$ cat config.mk
export PLATFORM = sky130hd
export DESIGN_NAME = one_bit_control_unit_step_flat
export DESIGN_NICKNAME = d
export VERILOG_FILES = /design/src/rtl/core/ocu_pkg.sv /design/src/rtl/core/ocu_item_if.sv /design/src/rtl/core/ocu_result_if.sv /design/src/rtl/core/ocu_cfg_if.sv /design/src/rtl/core/ocu_cfg_regs.sv /design/src/rtl/core/ocu_bitmem.sv /design/src/rtl/core/ocu_exec.sv /design/src/rtl/core/one_bit_control_unit_step.sv /design/src/flat_wrapper.sv
export SDC_FILE = /design/constraint.sdc
export NUM_CORES = 1
export LEC_CHECK = 0
export ABC_AREA = 1
export BUFFER_PORTS_ARGS = -buffer_cell sky130_fd_sc_hd__buf_4
export CAP_MARGIN = 15
export CORE_ASPECT_RATIO = 1.4
export CORE_UTILIZATION = 60
export DETAILED_ROUTE_END_ITERATION = 10
export PLACE_DENSITY = 0.77
export SKIP_CTS_REPAIR_TIMING = 1
export SKIP_LAST_GASP = 1
export SYNTH_ARGS = -nofsm -noshare
export SYNTH_HDL_FRONTEND = slang
export SYNTH_SLANG_ARGS = --single-unit
$ cat constraint.sdc
create_clock -name clk -period 15.1 [get_ports clk]
set_input_delay 3.02 -clock clk [delete_from_list [all_inputs] [get_ports clk]]
set_output_delay 3.02 -clock clk [all_outputs]
set_load 0.01 [all_outputs]
$ cat src/rtl/core/ocu_pkg.sv
// Shared types and constants of the one-bit control unit.
`default_nettype none
package ocu_pkg;

	localparam int BIT_MEM_BITS = 256;
	localparam int MEM_AW       = $clog2(BIT_MEM_BITS);
	localparam int CFG_IDX_W    = 8;

	localparam logic [MEM_AW-1:0] ADDR_RESULT = MEM_AW'(BIT_MEM_BITS - 1);

	localparam logic [CFG_IDX_W-1:0] CFG_INPUT_FIRST  = CFG_IDX_W'(0);
	localparam logic [CFG_IDX_W-1:0] CFG_INPUT_LAST   = CFG_IDX_W'(1);
	localparam logic [CFG_IDX_W-1:0] CFG_OUTPUT_FIRST = CFG_IDX_W'(2);
	localparam logic [CFG_IDX_W-1:0] CFG_OUTPUT_LAST  = CFG_IDX_W'(3);

	typedef enum logic [3:0] {
		OP_NOP0 = 4'd0,
		OP_LD   = 4'd1,
		OP_LDC  = 4'd2,
		OP_AND  = 4'd3,
		OP_ANDC = 4'd4,
		OP_OR   = 4'd5,
		OP_ORC  = 4'd6,
		OP_XNOR = 4'd7,
		OP_STO  = 4'd8,
		OP_STOC = 4'd9,
		OP_IEN  = 4'd10,
		OP_OEN  = 4'd11,
		OP_JMP  = 4'd12,
		OP_RTN  = 4'd13,
		OP_SKZ  = 4'd14,
		OP_NOPF = 4'd15
	} opcode_t;

	typedef enum logic [1:0] {
		EV_NONE = 2'd0,
		EV_NOP0 = 2'd1,
		EV_RTN  = 2'd2,
		EV_NOPF = 2'd3
	} event_t;

	typedef struct packed {
		logic [3:0]        instr_code;
		logic [MEM_AW-1:0] instr_arg;
		logic              pin_level;
	} ocu_item_t;

	typedef struct packed {
		logic [MEM_AW-1:0] next_pc;
		logic              result_bit;
		logic              input_enabled;
		logic              output_enabled;
		logic              pin_sampled;
		logic              pin_drive;
		logic [MEM_AW-1:0] pin_address;
		logic              drive_level;
		logic [1:0]        event_code;
	} ocu_result_t;

	typedef struct packed {
		logic [MEM_AW-1:0] pc;
		logic              rbit;
		logic              ien;
		logic              oen;
	} ocu_state_t;

	typedef struct packed {
		logic [MEM_AW-1:0] input_first;
		logic [MEM_AW-1:0] input_last;
		logic [MEM_AW-1:0] output_first;
		logic [MEM_AW-1:0] output_last;
	} ocu_cfg_t;

	typedef struct packed {
		logic              en;
		logic [MEM_AW-1:0] addr;
		logic              data;
	} ocu_mem_wr_t;

endpackage
`default_nettype wire

$ cat src/rtl/core/ocu_item_if.sv
// Instruction item channel with valid/ready handshake.
`default_nettype none
interface ocu_item_if;
	logic              valid;
	logic              ready;
	ocu_pkg::ocu_item_t data;

	modport source (output valid, output data, input ready);
	modport sink (input valid, input data, output ready);
endinterface
`default_nettype wire

$ cat src/rtl/core/ocu_result_if.sv
// Result item channel with valid/ready handshake.
`default_nettype none
interface ocu_result_if;
	logic                 valid;
	logic                 ready;
	ocu_pkg::ocu_result_t data;

	modport source (output valid, output data, input ready);
	modport sink (input valid, input data, output ready);
endinterface
`default_nettype wire

$ cat src/rtl/core/ocu_cfg_if.sv
// Configuration write channel with valid/ready handshake.
`default_nettype none
interface ocu_cfg_if;
	logic                              valid;
	logic                              ready;
	logic [ocu_pkg::CFG_IDX_W-1:0]     reg_index;
	logic [ocu_pkg::MEM_AW-1:0]        wr_data;

	modport source (output valid, output reg_index, output wr_data, input ready);
	modport sink (input valid, input reg_index, input wr_data, output ready);
endinterface
`default_nettype wire

$ cat src/rtl/core/ocu_cfg_regs.sv
// Configuration registers holding the input and output pin address ranges.
`default_nettype none
module ocu_cfg_regs (
	input  logic              clk,
	input  logic              arst_n,
	ocu_cfg_if.sink           cfg,
	output ocu_pkg::ocu_cfg_t ranges
);

	ocu_pkg::ocu_cfg_t cfg_q;

	assign cfg.ready = 1'b1;
	assign ranges    = cfg_q;

	always_ff @(posedge clk or negedge arst_n) begin
		if (!arst_n) begin
			cfg_q.input_first  <= ocu_pkg::MEM_AW'(1);
			cfg_q.input_last   <= '0;
			cfg_q.output_first <= ocu_pkg::MEM_AW'(1);
			cfg_q.output_last  <= '0;
		end else if (cfg.valid) begin
			case (cfg.reg_index)
				ocu_pkg::CFG_INPUT_FIRST:  cfg_q.input_first  <= cfg.wr_data;
				ocu_pkg::CFG_INPUT_LAST:   cfg_q.input_last   <= cfg.wr_data;
				ocu_pkg::CFG_OUTPUT_FIRST: cfg_q.output_first <= cfg.wr_data;
				ocu_pkg::CFG_OUTPUT_LAST:  cfg_q.output_last  <= cfg.wr_data;
				default: begin
				end
			endcase
		end
	end

endmodule
`default_nettype wire

$ cat src/rtl/core/ocu_bitmem.sv
// Bit memory with per-entry valid bits, registered read and write bypass.
`default_nettype none
module ocu_bitmem (
	input  logic                       clk,
	input  logic                       arst_n,
	input  logic                       rd_en,
	input  logic [ocu_pkg::MEM_AW-1:0] rd_addr,
	input  ocu_pkg::ocu_mem_wr_t       wr,
	output logic                       rd_bit
);

	logic                               mem_q [ocu_pkg::BIT_MEM_BITS];
	logic [ocu_pkg::BIT_MEM_BITS-1:0]   vld_q;
	logic                               rd_raw_q;
	logic                               rd_vld_q;
	logic                               byp_q;
	logic                               byp_dat_q;

	always_ff @(posedge clk) begin
		if (wr.en) begin
			mem_q[wr.addr] <= wr.data;
		end
		if (rd_en) begin
			rd_raw_q  <= mem_q[rd_addr];
			byp_q     <= wr.en && (wr.addr == rd_addr);
			byp_dat_q <= wr.data;
		end
	end

	always_ff @(posedge clk or negedge arst_n) begin
		if (!arst_n) begin
			vld_q    <= '0;
			rd_vld_q <= 1'b0;
		end else begin
			if (wr.en) begin
				vld_q[wr.addr] <= 1'b1;
			end
			if (rd_en) begin
				rd_vld_q <= vld_q[rd_addr];
			end
		end
	end

	// A write in the same cycle as the read wins over the stored entry.
	assign rd_bit = byp_q ? byp_dat_q : (rd_vld_q & rd_raw_q);

endmodule
`default_nettype wire

$ cat src/rtl/core/ocu_exec.sv
// Instruction execute logic: operand selection, result update, stores and next pc.
`default_nettype none
module ocu_exec (
	input  ocu_pkg::ocu_item_t   item,
	input  ocu_pkg::ocu_state_t  st,
	input  ocu_pkg::ocu_cfg_t    ranges,
	input  logic                 mem_bit,
	input  logic                 fire,
	output ocu_pkg::ocu_state_t  st_nxt,
	output ocu_pkg::ocu_mem_wr_t mem_wr,
	output ocu_pkg::ocu_result_t res
);

	ocu_pkg::opcode_t           code;
	ocu_pkg::event_t            ev;
	logic [ocu_pkg::MEM_AW-1:0] arg;
	logic                       in_rng;
	logic                       out_rng;
	logic                       src_bit;
	logic                       op_bit;
	logic                       sto_bit;
	logic                       sampled;
	logic                       drive;
	logic                       dlevel;

	assign code = ocu_pkg::opcode_t'(item.instr_code);
	assign arg  = item.instr_arg;

	always_comb begin
		in_rng  = (arg >= ranges.input_first) && (arg <= ranges.input_last);
		out_rng = (arg >= ranges.output_first) && (arg <= ranges.output_last);
		src_bit = in_rng ? item.pin_level
			: ((arg == ocu_pkg::ADDR_RESULT) ? st.rbit : mem_bit);

		st_nxt      = st;
		st_nxt.pc   = st.pc + ocu_pkg::MEM_AW'(1);
		mem_wr      = '0;
		mem_wr.addr = arg;
		sampled     = 1'b0;
		drive       = 1'b0;
		dlevel      = 1'b0;
		op_bit      = 1'b0;
		sto_bit     = 1'b0;
		ev          = ocu_pkg::EV_NONE;

		if (code inside {[ocu_pkg::OP_LD:ocu_pkg::OP_XNOR]}) begin
			if (st.ien) begin
				op_bit      = src_bit;
				sampled     = in_rng;
				mem_wr.en   = in_rng;
				mem_wr.data = item.pin_level;
			end
			case (code)
				ocu_pkg::OP_LD:   st_nxt.rbit = op_bit;
				ocu_pkg::OP_LDC:  st_nxt.rbit = ~op_bit;
				ocu_pkg::OP_AND:  st_nxt.rbit = st.rbit & op_bit;
				ocu_pkg::OP_ANDC: st_nxt.rbit = st.rbit & ~op_bit;
				ocu_pkg::OP_OR:   st_nxt.rbit = st.rbit | op_bit;
				ocu_pkg::OP_ORC:  st_nxt.rbit = st.rbit | ~op_bit;
				default:          st_nxt.rbit = ~(st.rbit ^ op_bit);
			endcase
		end else begin
			case (code)
				ocu_pkg::OP_NOP0: ev = ocu_pkg::EV_NOP0;
				ocu_pkg::OP_STO, ocu_pkg::OP_STOC: begin
					if (st.oen) begin
						sto_bit     = (code == ocu_pkg::OP_STO) ? st.rbit : ~st.rbit;
						mem_wr.en   = 1'b1;
						mem_wr.data = sto_bit;
						drive       = out_rng;
						dlevel      = out_rng & sto_bit;
					end
				end
				ocu_pkg::OP_IEN: begin
					st_nxt.ien  = src_bit;
					sampled     = in_rng;
					mem_wr.en   = in_rng;
					mem_wr.data = item.pin_level;
				end
				ocu_pkg::OP_OEN: begin
					st_nxt.oen  = src_bit;
					sampled     = in_rng;
					mem_wr.en   = in_rng;
					mem_wr.data = item.pin_level;
				end
				ocu_pkg::OP_JMP: st_nxt.pc = arg;
				ocu_pkg::OP_RTN: ev = ocu_pkg::EV_RTN;
				ocu_pkg::OP_SKZ: begin
					if (!st.rbit) begin
						st_nxt.pc = st.pc + arg;
					end
				end
				default: ev = ocu_pkg::EV_NOPF;
			endcase
		end

		mem_wr.en = mem_wr.en & fire;

		res.next_pc        = st_nxt.pc;
		res.result_bit     = st_nxt.rbit;
		res.input_enabled  = st_nxt.ien;
		res.output_enabled = st_nxt.oen;
		res.pin_sampled    = sampled;
		res.pin_drive      = drive;
		res.pin_address    = arg;
		res.drive_level    = dlevel;
		res.event_code     = ev;
	end

endmodule
`default_nettype wire

$ cat src/rtl/core/one_bit_control_unit_step.sv
// Top level of the one-bit control unit instruction step block.
//
// The item channel brings one instruction (opcode, operand) together with the
// sampled level of the pin that the operand addresses. For every instruction
// the result channel returns one transaction with the program counter, the
// result and enable flags after the instruction and the pin activity it caused.
// The configuration channel sets the input and output pin address ranges; it
// is always ready and should only be written while no instruction is in flight.
// An accepted instruction is registered together with a registered read of the
// bit memory at its operand, then executed and placed in the result register,
// from which its result transaction is offered to the receiver.
// One instruction is accepted in every cycle while the receiver takes results;
// the state register loop through the execute logic sets this rate. When the
// receiver stalls, the result register holds, the instruction stage holds
// behind it, and the item channel drops ready once both are full. Reset clears
// the program counter, the flags and the valid bits of the bit memory and makes
// both pin ranges empty, so all memory bits read as zero right after reset.
`default_nettype none
module one_bit_control_unit_step (
	input  logic          clk,
	input  logic          arst_n,
	ocu_item_if.sink      item,
	ocu_result_if.source  result,
	ocu_cfg_if.sink       cfg
);

	ocu_pkg::ocu_cfg_t    ranges;
	ocu_pkg::ocu_item_t   item_s1;
	ocu_pkg::ocu_state_t  st_q;
	ocu_pkg::ocu_state_t  st_nxt;
	ocu_pkg::ocu_mem_wr_t mem_wr;
	ocu_pkg::ocu_result_t res_nxt;
	ocu_pkg::ocu_result_t res_q;
	logic                 s1_v_q;
	logic                 res_v_q;
	logic                 s1_fire;
	logic                 acc;
	logic                 mem_bit;

	assign s1_fire    = s1_v_q && (!res_v_q || result.ready);
	assign item.ready = !s1_v_q || s1_fire;
	assign acc        = item.valid && item.ready;

	ocu_cfg_regs u_cfg (
		.clk    (clk),
		.arst_n (arst_n),
		.cfg    (cfg),
		.ranges (ranges)
	);

	ocu_bitmem u_mem (
		.clk     (clk),
		.arst_n  (arst_n),
		.rd_en   (acc),
		.rd_addr (item.data.instr_arg),
		.wr      (mem_wr),
		.rd_bit  (mem_bit)
	);

	ocu_exec u_exec (
		.item    (item_s1),
		.st      (st_q),
		.ranges  (ranges),
		.mem_bit (mem_bit),
		.fire    (s1_fire),
		.st_nxt  (st_nxt),
		.mem_wr  (mem_wr),
		.res     (res_nxt)
	);

	always_ff @(posedge clk) begin
		if (acc) begin
			item_s1 <= item.data;
		end
		if (s1_fire) begin
			res_q <= res_nxt;
		end
	end

	always_ff @(posedge clk or negedge arst_n) begin
		if (!arst_n) begin
			s1_v_q  <= 1'b0;
			res_v_q <= 1'b0;
			st_q    <= '0;
		end else begin
			if (acc) begin
				s1_v_q <= 1'b1;
			end else if (s1_fire) begin
				s1_v_q <= 1'b0;
			end
			if (s1_fire) begin
				res_v_q <= 1'b1;
				st_q    <= st_nxt;
			end else if (result.ready) begin
				res_v_q <= 1'b0;
			end
		end
	end

	assign result.valid = res_v_q;
	assign result.data  = res_q;

endmodule
`default_nettype wire
$ cat src/flat_wrapper.sv
// flat-port wrapper written by rule: the top's interface ports become plain ports
module one_bit_control_unit_step_flat 
  (clk, arst_n, item_valid, item_data, item_ready, result_valid, result_data, result_ready, cfg_valid, cfg_reg_index, cfg_wr_data, cfg_ready);
  ocu_item_if item_i ();
  ocu_result_if result_i ();
  ocu_cfg_if cfg_i ();
  input  logic clk;
  input  logic arst_n;
  input wire logic [$bits(item_i.valid)-1:0] item_valid;
  input wire logic [$bits(item_i.data)-1:0] item_data;
  output wire logic [$bits(item_i.ready)-1:0] item_ready;
  output wire logic [$bits(result_i.valid)-1:0] result_valid;
  output wire logic [$bits(result_i.data)-1:0] result_data;
  input wire logic [$bits(result_i.ready)-1:0] result_ready;
  input wire logic [$bits(cfg_i.valid)-1:0] cfg_valid;
  input wire logic [$bits(cfg_i.reg_index)-1:0] cfg_reg_index;
  input wire logic [$bits(cfg_i.wr_data)-1:0] cfg_wr_data;
  output wire logic [$bits(cfg_i.ready)-1:0] cfg_ready;
  assign item_i.valid = item_valid;
  assign item_i.data = item_data;
  assign item_ready = item_i.ready;
  assign result_valid = result_i.valid;
  assign result_data = result_i.data;
  assign result_i.ready = result_ready;
  assign cfg_i.valid = cfg_valid;
  assign cfg_i.reg_index = cfg_reg_index;
  assign cfg_i.wr_data = cfg_wr_data;
  assign cfg_ready = cfg_i.ready;
  one_bit_control_unit_step u_core (.clk(clk), .arst_n(arst_n), .item(item_i), .result(result_i), .cfg(cfg_i));
endmodule
# Yosys cells after proc, flatten, opt, wreduce, memory -nomap -nowiden
# Memories as Yosys holds them, arrays and structs flattened. A register that Yosys moved wholly into a read port is not among the register bits.
# Cells that the tools add are included.
[totals] regBits=341 mem_bits_rw=256 input_bits=34 out_inout_bits=27 elab_cells=128 memories=1
[op_classes] addsub=2 magnitude_cmp=9 n_eq_ne=18 n_mux=35 bitwise_logic=14 n_reduce_logical=23
[mem_list] name="u_core.u_mem.mem_q" depth=256 word_bits=1 rd=1 rd_ports_with_merged_regs=1 wr=1 line_no="ocu_bitmem.sv:12" rtl="logic mem_q [ocu_pkg::BIT_MEM_BITS];"
[ops] operator="$or 256x256->256" n=1
[ops] operator="$eq 4x4->1 const B" n=7
[ops] operator="$mux 1" n=25
[ops] operator="$lt 8x9->1 const B" n=2
[ops] operator="$eq 8x2->1 const B" n=2
[ops] operator="$ge 8x8->1" n=2
[ops] operator="$le 8x8->1" n=2
[ops] operator="$mux 8" n=2
[ops] operator="$pmux 8 s2" n=1
[ops] operator="$eq 4x3->1 const B" n=3
[ops] operator="$add 8x1->8 const B" n=1
[ops] operator="$add 8x8->8" n=1
[ops] operator="$bmux 1 s8" n=1
[ops] operator="$demux 1 s8" n=1
[ops] operator="$eq 4x2->1 const B" n=2
[ops] operator="$eq 8x1->1 const B" n=1
[ops] operator="$eq 8x8->1" n=1
[ops] operator="$eq 8x8->1 const B" n=1
[ops] operator="$ge 8x1->1 const B" n=1
[ops] operator="$logic_not 8->1" n=1
[ops] operator="$reduce_and 2->1" n=4
[ops] operator="$logic_and 1x1->1" n=7
[ops] operator="$pmux 1 s6" n=1
[ops] operator="$pmux 2 s3" n=1
[ops] operator="16 further kinds" n=30

# Depth between registers and ports, before layout
# Gate-level depths: netlist of the first run.
[logic_depth] word_depth=10 mapped_depth=21 depth_no_buf=21

# Cells and area by module
# Synthesis of the first run repeated with hierarchy kept, for this count alone.
[unflattened] cells_unflattened=2847 area_unflattened_um2=27440.1
[by_module_without_submodules] mod="ocu_bitmem" instances=1 cells_per_inst=2269 area_each_um2=22414.0 seq_area_each_um2=14208.6
[by_module_without_submodules] mod="ocu_exec" instances=1 cells_per_inst=326 area_each_um2=1996.9 seq_area_each_um2=0.0
[by_module_without_submodules] mod="one_bit_control_unit_step" instances=1 cells_per_inst=95 area_each_um2=1640.3 seq_area_each_um2=1436.4
[by_module_without_submodules] mod="ocu_cfg_regs" instances=1 cells_per_inst=157 area_each_um2=1388.8 seq_area_each_um2=803.3

# Worst setup path after synthesis of the first run
# Ideal clock, no wire load.
[synth_timing] path_kind="register -> register" from="reg u_core.item_s1[9] in the netlist's numbering" to="reg u_core.u_mem.byp_dat_q, data pin" setup_time_ps=2194 arrival_time_ps=10819 t_required_ps=12906 slack_ps=2087 path_stages_with_launch=5 path_buffers=0 synth_period_minus_slack_ps=13013 path_cell_list="edfxtp_1 nor2_1 nand2_1 xor2_1 o21ai_0"
[synth_lines] element="from (decl)" line_no="one_bit_control_unit_step.sv:28" rtl="ocu_pkg::ocu_item_t item_s1;"
[synth_lines] element="from (signal assigned)" line_no="one_bit_control_unit_step.sv:73" rtl="item_s1 <= item.data;"
[synth_lines] element="to (signal assigned)" line_no="ocu_bitmem.sv:26" rtl="byp_dat_q <= wr.data;"
[synth_lines] element="to (decl)" line_no="ocu_bitmem.sv:17" rtl="logic byp_dat_q;"

# Final worst setup path of the first run
[layout_timing] from="in result_ready" to="out item_ready"
[layout_between] elab_chain_cells=3
[layout_lines] element="from (decl)" line_no="flat_wrapper.sv:14" rtl="input wire logic [$bits(result_i.ready)-1:0] result_ready;"
[layout_lines] element="$logic_or 1x1->1" line_no="one_bit_control_unit_step.sv:40" rtl="assign s1_fire = s1_v_q && (!res_v_q || result.ready);"
[layout_lines] element="$logic_and 1x1->1" line_no="one_bit_control_unit_step.sv:40"
[layout_lines] element="$logic_or 1x1->1" line_no="one_bit_control_unit_step.sv:41" rtl="assign item.ready = !s1_v_q || s1_fire;"
[layout_lines] element="to (decl)" line_no="flat_wrapper.sv:11" rtl="output wire logic [$bits(item_i.ready)-1:0] item_ready;"
# Every way passes these cells.

==> results of run 1 <==
## layout make-up
type | count | area share, %
clock inverters | 25 | 1.061
repair buffers | 79 | 2.143
inverters | 166 | 2.143
multi-input cells | 1854 | 31.07
flip-flops and latches | 598 | 55.78
clock buffers | 75 | 5.440
well taps | 558 | 2.368
## cell usage after synthesis (4+ instances only)
library cell,n
nor2_1,460
nand2_1,390
dfrtp_1,300
edfxtp_1,296
o21ai_0,292
nand3_1,225
inv_1,159
or2_2,146
clkbuf_1,101
o22ai_1,74
a21oi_1,60
or2_1,50
ha_1,40
o21bai_1,29
buf_2,24
buf_1,21
nand2_2,19
xnor2_1,11
nand4_1,10
buf_4,9
nor2_2,6
xor2_1,5
a31oi_1,4
clkinv_1,4
nor3_1,4
o211ai_1,4
## worst max-delay path: cells and delay by family
kind,cells,cell delay (ns)
and+or+nand+nor,1,0.11
buffers and inverters,3,0.34
## worst max-delay path by stage
stage	endpoint	slack [ns]	cells after the start
floorplan	u_core.u_mem.byp_dat_q	2.09	4
global placement	u_core.u_mem.rd_raw_q	8.41	14
detailed placement	u_core.u_mem.rd_raw_q	8.34	14
CTS	item_ready	8.62	4
global route	u_core.u_mem.rd_raw_q	8.56	14
finish	item_ready	8.62	4
## registers in the layout (all words and copies together), names as in the netlist
signal                  cells
u_core.u_cfg.ranges        32
u_core.u_mem.rd_vld_q       1
u_core.u_mem.rd_raw_q       1
u_core.u_mem.byp_dat_q      1
u_core.st_q                11
u_core.u_mem.mem_q        256
u_core.u_mem.byp_q          1
u_core.u_mem.vld_q        256
u_core.result.data         24
u_core.item_s1             13
u_core.result.valid         1
u_core.s1_v_q               1
## power by group through the flow
stage / combinational, uW / sequential, uW / clock (uW)
after floorplan: 255 / 1890 / 0
after global placement: 400 / 1860 / 0
after detailed placement: 413 / 1870 / 0
after CTS: 418 / 1830 / 1480
after global routing: 464 / 1840 / 1540
final: 422 / 1840 / 1470
## cell usage in the layout (no fill, tap or decap), types with 4 or more instances in the layout
| cell | instances |
|---|---|
| clkbuf_1 | 7 |
| nor2_2 | 6 |
| nand2_1 | 390 |
| buf_4 | 75 |
| ha_1 | 40 |
| xor2_1 | 5 |
| nand4_1 | 10 |
| xnor2_1 | 11 |
| a31oi_1 | 4 |
| nor2_1 | 460 |
| nand3_1 | 225 |
| a21oi_1 | 60 |
| nor3_1 | 4 |
| or2_2 | 146 |
| clkbuf_8 | 12 |
| nand2_2 | 19 |
| clkinv_1 | 7 |
| bufinv_16 | 7 |
| or2_1 | 50 |
| o211ai_1 | 4 |
| o21ai_0 | 291 |
| dfrtp_1 | 300 |
| edfxtp_1 | 296 |
| inv_1 | 157 |
| o22ai_1 | 74 |
| clkinv_2 | 8 |
| clkbuf_16 | 57 |
| o21bai_1 | 29 |
## metal layers
metal | part of all wire (%) | wire, um | up-vias
li1 | - | - | 9238
met1 | 36 | 25550 | 10140
met2 | 50 | 35260 | 1050
met3 | 8.1 | 5743 | 241
met4 | 6.5 | 4647 | 0
met5 | 0 | 0 | -
## logic make-up after synthesis
kind of cell | count (synthesis) | share of synthesized area (%)
adder cells (fa/ha/maj) | 41 | 1.935
AO/OA/AOI/OAI | 473 | 9.587
flip-flops | 598 | 61.15
AND/OR/NAND/NOR | 1323 | 21.96
XOR/XNOR | 16 | 0.5210
buffers and inverters | 324 | 4.829
other | 1 | 0.01394
## through the flow
stage / total power (uW) / setup slack, ns / hold WS (ns)
CTS: 3732 / 8.624 / 0.4599
floorplan: 2150 / 2.087 / 0.4244
global route: 3839 / 8.564 / 0.4737
global placement: 2265 / 8.413 / 0.4355
finish: 3728 / 8.622 / 0.4569
detailed placement: 2279 / 8.340 / 0.4438
==> summary.txt, run 1 <==
STA
  – Period minus WS final: ~6.5 ns
  – Maximum clock frequency: 0.1544 GHz
  – Slew headroom: a little over a quarter
  – RSZ-0062 raised after global routing: no
  – Final Hold Fails: 0
  – Setup TNS: 0 ns
  – Final Max Tran Viols: 0
  – Crit share post-route: 42.90%
  – Worst Skew: between 0.02 and 0.03 ns
  – Final setup viols: 0
  – Worst-Margin Slew: between 1 and 1.5 ns

Detailed routing
  – Antenna Violating Nets Remaining: 0
  – Vias per cell: roughly 6.2
  – DRT Wirelength: a little over 70 mm
  – Drt pass-1 iters: 6
  – DR WL/cell: 21.22 um
  – DRC Markers: 0
  – Detailed Route Iter0 Violations: between 1500 and 2000
  – Vias: about 21000

Setup path
  – Setup Crit Path Kind: primary input to primary output
  – FF-to-FF Start: u_core.item_s1[8]
  – Max stage delay on crit path: about 0.17 ns
  – Max FO, Critical Path: 3
  – Slowest cell on crit path: buf_4
  – Worst path arrival time: around 3.5 ns
  – Crit-path cells: buf_4 -> inv_1 -> nand3_1 -> buf_4
  – Most common cell on crit path: buf_4
  – Setup crit end kind: primary output
  – Critical Path Source Type: primary input
  – CP Data Required Time: 12.08 ns
  – R2R Setup Slk: 11.52 ns
  – R2R cell count: 13
  – Worst setup startpoint: result_ready
  – Reg2Reg Capture Point: u_core.u_mem.mem_q[151]

Synthesis
  – Sequential fraction of the synthesis area: about three fifths
  – YS warnings: 0
  – Mapped Nets: approximately 2900
  – Post-synthesis average cell area: approximately 9.7 sq um
  – Top cells by area, synth: edfxtp_1, dfrtp_1, nor2_1
  – Mapped cell area: approximately 0.027 sq mm
  – Unique masters post-synth: 49
  – Synth async-reset ratio: about 51%
  – Number of synthesized flops with an enable pin: slightly below 300
  – Post-synth top area share: between 30% and 40%
  – Primary FF master, synth: dfrtp_1
  – #FFs+latches synth: 598
  – Synth area leader: edfxtp_1
  – Cells after synthesis: around 2800

Clocking
  – H-tree depth: 2
  – CTS buffer count: 53
  – CTS Buffer Depth: 3
  – Clock root buffer: clkbuf_16
  – TritonCTS clock tree: yes
  – Clk sinks: approximately 600
  – Clock Latency Late Sink: between 0.6 and 0.7 ns
  – CTS clk-pin slew, worst paths: 0.07 ns

Power and ir drop
  – Clock power share: 39.4%
  – Comb pwr share: 11.3%
  – Peak supply drop: around 0.094 mV
  – Seq pwr share: between 40% and 50%
  – PD cells: between 100 and 150 mW/mm^2
  – P_sw: between 900 and 1000 uW
  – Leakage: 0.01262 uW
  – Net Sw Frac: 25.15%
  – Internal Power: around 2800 uW

Outcome
  – Status: finished clean

Global routing
  – First-pass GRT wire length: around 110 mm
  – Met1 Usage GRT: between 30% and 40%
  – GR Overflow Total: 0
  – Met2 Use GR: between 50 and 60%
  – Layer carrying the most global-route usage: met2
  – Initial antenna violation count: 0
  – GR Util All Layers: a little under a third
  – Pin count of the biggest net entering global routing: about 260
  – Met3 usage: 4.107%
  – Vias in the first global route: just over 20000

Cells and area
  – Final Core Density: between 60% and 70%
  – Ant diodes: 0
  – Register Area: 0.01645 sq mm
  – Layout area overhead: 9.634%
  – # nets final: roughly 2800
  – Footprint of the multi-input gates: around 0.009 sq mm
  – Fill count: roughly 3300
  – Fin cells: roughly 3400
  – Layout cells sized above 1: ~13%
  – Design area: ~0.03 sq mm

Placement
  – Count of buffers from port buffering: between 50 and 60
  – Dpl cells: ~3300
  – Placement Cell Area: 0.02757 sq mm
  – DP HPWL: between 40 and 50 mm
  – GP Congestion: 0.9381

Floorplanning
  – Site row count: a little over 90
  – Die ar.: around 0.046 sq mm
  – I/O pin cnt: 61
  – Core Area: ~0.044 sq mm
  – Initial core utilization: between 60 and 70%
  – Die Wd: ~180 um
  – Die Y: roughly 250 um

Run
  – Max cap viols: 0

Min path
  – Hold Path Origin: u_core.u_mem.vld_q[236]
  – Hold Path Cell Cnt: 2
  – End of the worst hold path: u_core.u_mem.vld_q[236]
  – HP Class: flip-flop to flip-flop
(Power assumes the default switching activity.)
==> run 2, diff against run 1 <==
CORE_UTILIZATION = 57   (was 60)
PLACE_DENSITY = 0.76   (was 0.77)
clock period = 5.86 ns   (was 15.1 ns; I/O delays follow)
==> summary.txt, run 2 (same netlist as run 1, synthesis figures left out) <==
Placement
  – Count of buffers from port buffering: 59
  – Pre-CTS WS: about 1.8 ns
  – DP HPWL: between 40 and 50 mm
  – GP Congestion: around 0.93
  – Dpl cells: 3319

Cells and area
  – Layout cells sized above 1: 12.92%
  – Ant diodes: 0
  – Register Area: 0.01645 sq mm
  – # nets final: about 2800
  – Footprint of the multi-input gates: slightly above 0.009 sq mm
  – Final Core Density: about 64%
  – Commonest cells after routing, fill and taps aside: nor2_1, nand2_1, dfrtp_1
  – Commonest non-fill, non-tap cell in the layout: nor2_1
  – Fin cells: 3426
  – Layout area overhead: 10.42%
  – Fill count: between 3000 and 4000

Detailed routing
  – Detailed Route Iter0 Violations: 2257
  – DR WL/cell: roughly 21 um
  – DRT Wirelength: 71.76 mm
  – Vias per cell: between 6 and 7
  – Antenna Violating Nets Remaining: 0
  – Vias: between 20000 and 25000
  – Drt pass-1 iters: 6
  – DRC Markers: 0

STA
  – Final setup viols: 0
  – Maximum clock frequency: about 0.28 GHz
  – Hold WS: around 0.46 ns
  – Worst-Margin Slew: ~1.3 ns
  – Worst Skew: between 0.02 and 0.025 ns
  – Period minus WS final: between 3 and 4 ns
  – Final Hold Fails: 0
  – Final Max Tran Viols: 0
  – Crit share post-route: 61.96%
  – Slew headroom: 12.92%
  – Fin worst setup slack: between 2 and 2.5 ns
  – RSZ-0062 raised after global routing: no
  – Setup TNS: 0 ns

Setup path
  – Max FO, Critical Path: roughly 120
  – CP Data Required Time: between 6 and 7 ns
  – Worst path arrival time: 4.10 ns
  – Setup crit end kind: flip-flop
  – Critical Path Source Type: primary input
  – Setup Crit Path Kind: primary input to flip-flop

Power and ir drop
  – Peak supply drop: roughly 0.28 mV
  – PD cells: 323.6 mW/mm^2
  – Leakage: 0.01268 uW

Floorplanning
  – I/O pin cnt: 61
  – Site row count: 93
  – Core Area: 0.04631 sq mm
  – Die Y: ~260 um
  – Die Wd: 185.6 um
  – Initial core utilization: between 50% and 60%
  – Die ar.: 0.04807 sq mm

Global routing
  – Pin count of the biggest net entering global routing: 258
  – GR Overflow Total: 0
  – First-pass GRT wire length: about 110 mm
  – GR Util All Layers: 30.67%
  – Vias in the first global route: 20510
  – Initial antenna violation count: 0

Clocking
  – CTS buffer count: between 50 and 60
  – Clk sinks: between 500 and 600
  – H-tree depth: 2
  – CTS clk-pin slew, worst paths: around 0.06 ns
  – Clock Latency Late Sink: ~0.60 ns
  – TritonCTS clock tree: yes
  – CTS Buffer Depth: 3
  – Clock root buffer: clkbuf_16

Min path
  – HP Class: flip-flop to flip-flop

Outcome
  – Status: finished clean

Run
  – Max cap viols: 0
## run 2: changes by cell type in the layout (fill, tap and decap cells not counted), moves of 2 or more
| cell | delta |
|---|---|
| buf_12 | +4 |
| clkbuf_1 | +4 |
| inv_6 | +4 |
| bufinv_16 | -2 |
| clkbuf_8 | +2 |
| inv_4 | -2 |
## run 2: final cells by class
class	instances	area share, %
clock buffers	82	5.628
flip-flops and latches	598	55.38
well taps	617	2.599
multi-input cells	1854	30.85
inverters	166	2.127
repair buffers	84	2.490
clock inverters	25	0.9268
## run 2: metrics by stage
stage | instance area, sq um | power [uW]
after floorplan | 26900 | 5485
final | 29700 | 9612
after detailed placement | 27750 | 5870
after global routing | 29700 | 9930
after CTS | 29700 | 9627
after global placement | 27730 | 5843
## run 2: where the power goes
part	switching, uW	internal (uW)	leakage (uW)	total, uW
combinational	740	336	0.00497	1080
sequential	90.6	4640	0.00675	4730
clock	1600	2210	0.000954	3800
## run 2: worst max-delay path: stages
cell and delay (ns):
clkbuf_8 0.38, inv_6 0.68, buf_4 0.54, o21ai_0 0.15, o22ai_1 0.18, a21oi_1 0.15, o21ai_0 0.34, nand2_1 0.11
nand3_1 0.09, nand3_1 0.10, nand2_1 0.07
## run 2: final timing paths
path / depth (start not counted) / from / slack [ns] / end
worst max-delay path: 11 / item_data[1] / 2.23 / u_core.u_mem.rd_raw_q
worst min-delay path: 2 / u_core.u_mem.vld_q[116] / 0.46 / u_core.u_mem.vld_q[116]
worst max register to register: 14 / u_core.item_s1[4] / 2.30 / u_core.u_mem.mem_q[53]
max in group asynchronous: 2 / arst_n / 3.95 / u_core.u_mem.vld_q[128]
worst min register to register: 2 / u_core.u_mem.vld_q[116] / 0.46 / u_core.u_mem.vld_q[116]
min in group asynchronous: 1 / arst_n / 0.64 / u_core.u_mem.vld_q[253]
## run 2: layer usage
layer | track usage [%] | routed length (um)
met5 | 0 | 0
met4 | 15.62 | 3922
met1 | 38.84 | 27230
met3 | 3.998 | 5612
met2 | 51.62 | 34990
==> run 3, diff against run 2 <==
clock period = 3 ns   (was 5.86 ns; I/O delays follow)
==> summary.txt, run 3 (same netlist as run 1, synthesis figures left out) <==
STA
  – Hold WS: between 0.15 and 0.2 ns
  – Maximum clock frequency: approximately 0.35 GHz
  – Final Max Tran Viols: 0
  – Worst-Margin Slew: 0.9993 ns
  – Final Hold Fails: 0
  – Final setup viols: 0
  – Period minus WS final: 2.852 ns
  – Slew headroom: between 30% and 40%
  – Worst Skew: about 0.027 ns
  – Crit share post-route: approximately 95%

Cells and area
  – Commonest non-fill, non-tap cell in the layout: nor2_1
  – Commonest cells after routing, fill and taps aside: nor2_1, nand2_1, dfrtp_1
  – Fill count: 3662
  – Design area: 0.03039 sq mm
  – # nets final: approximately 2900
  – Layout cells sized above 1: roughly 15%
  – Layout area overhead: 13.00%
  – Ant diodes: 0

Setup path
  – R2R cell count: 13
  – R2R Setup Slk: roughly 0.15 ns
  – Worst path arrival time: ~3.2 ns
  – Reg2Reg Capture Point: u_core.u_mem.mem_q[92]
  – Setup Crit Path Kind: flip-flop to flip-flop
  – Setup crit end kind: flip-flop
  – Critical Path Source Type: flip-flop
  – CP Data Required Time: approximately 3.3 ns
  – Max FO, Critical Path: 16
  – FF-to-FF Start: u_core.item_s1[8]

Placement
  – GP Congestion: 0.9259
  – Count of buffers from port buffering: 59
  – Placement Cell Area: roughly 0.028 sq mm
  – DP HPWL: roughly 47 mm

Run
  – Max cap viols: 0

Detailed routing
  – DRT Wirelength: ~74 mm
  – DRC Markers: 0
  – DR WL/cell: roughly 21 um
  – Vias: 20790
  – Vias per cell: ~6.0
  – Antenna Violating Nets Remaining: 0
  – Detailed Route Iter0 Violations: between 1500 and 2000
  – Drt pass-1 iters: 8

Clocking
  – CTS clk-pin slew, worst paths: around 0.060 ns
  – Clock root buffer: clkbuf_16
  – Clk sinks: about 600
  – H-tree depth: 2
  – CTS buffer count: 55
  – TritonCTS clock tree: yes
  – Clock Latency Late Sink: around 0.61 ns
  – CTS Buffer Depth: 3

Global routing
  – Pin count of the biggest net entering global routing: 133
  – Initial antenna violation count: 0
  – GR Util All Layers: 31.19%
  – GR Overflow Total: 0
  – First-pass GRT wire length: between 100 and 150 mm
  – Vias in the first global route: 20780

Min path
  – Hold Path Origin: item_data[9]
  – HP Class: primary input to flip-flop
  – End of the worst hold path: u_core.item_s1[9]
  – Hold Path Cell Cnt: 1

Power and ir drop
  – Leakage: approximately 0.013 uW
  – PD cells: between 600 and 700 mW/mm^2
  – Peak supply drop: just under 0.5 mV

Floorplanning
  – Core Area: between 0.04 and 0.05 sq mm
  – Die Y: between 200 and 300 um
  – Die Wd: ~190 um
  – I/O pin cnt: 61
  – Site row count: slightly above 90
  – Die ar.: 0.04807 sq mm
  – Initial core utilization: 58.08%

Outcome
  – Status: finished clean
-- run 3: changes by cell type in the layout (fill, tap and decap cells not counted), moves of 3 or more --
cell,previous run,this run
buf_12,6,29
buf_4,75,112
clkbuf_1,11,8
clkbuf_8,14,6
clkinv_2,7,12
clkinvlp_4,2,6
nor2_1,460,454
nor2_2,6,12
-- run 3: critical path, cell delays in order (launching register included) --
cell      delay, ns
edfxtp_1       0.44
ha_1           0.34
a21o_1         0.19
nor2_2         0.19
nand2_1        0.07
nand2_1        0.07
nand2_1        0.07
inv_1          0.08
nand2_1        0.07
nand3_1        0.11
nand2_2        0.15
nor2_4         0.24
nand2_2        0.27
nor2_1         0.24
-- run 3: worst max-delay path by stage --
stage                       start  slack, ns                       to  depth (start not counted)
3_3_place_gp    u_core.item_s1[8]       0.12    u_core.u_mem.mem_q[4]                         14
3_5_place_dp    u_core.item_s1[8]       0.09  u_core.u_mem.mem_q[196]                         14
6_report        u_core.item_s1[8]       0.15   u_core.u_mem.mem_q[92]                         13
2_1_floorplan  u_core.item_s1[12]      -0.82   u_core.u_mem.byp_dat_q                          6
4_1_cts         u_core.item_s1[8]       0.05  u_core.u_mem.mem_q[207]                         14
5_1_grt         u_core.item_s1[7]      -0.02   u_core.u_mem.mem_q[81]                         13
-- run 3: where the power goes --
group / total (uW) / switching (uW) / internal, uW
logic: 2260 / 1510 / 746
clock network: 7310 / 3150 / 4170
registers: 9210 / 160 / 9050
total: 18800 / 4820 / 14000
-- run 3: layout make-up --
cell class	instances	area [sq um]	area share (%)
tap	617	772.0	2.540
sequential	598	16450	54.12
multi-input combinational	1854	9181	30.21
timing repair buffer	145	1471	4.841
clock buffer	69	1500	4.936
clock inverter	35	384.1	1.264
inverter	166	636.9	2.095
-- run 3: per-stage QoR --
| stage | std cells | utilization (%) | TNS, ns | total power [uW] | worst slack [ns] |
|---|---|---|---|---|---|
| final | 3484 | 65.63 | 0 | 18790 | 0.1482 |
| after global routing | 3484 | 65.63 | -0.07201 | 19390 | -0.02172 |
| after CTS | 3478 | 65.47 | 0 | 18800 | 0.05048 |
| after detailed placement | 3374 | 61.40 | 0 | 11590 | 0.08614 |
| after global placement | 3374 | 61.40 | 0 | 11550 | 0.1192 |
| after floorplan | 2776 | - | -211.85 | 10700 | -0.8243 |
-- run 3: routing by layer --
layer	GRT usage (%)	routed length, um
met5	0	0
met3	4.728	5613
met2	53.00	36630
met4	19.42	4685
met1	37.07	26660
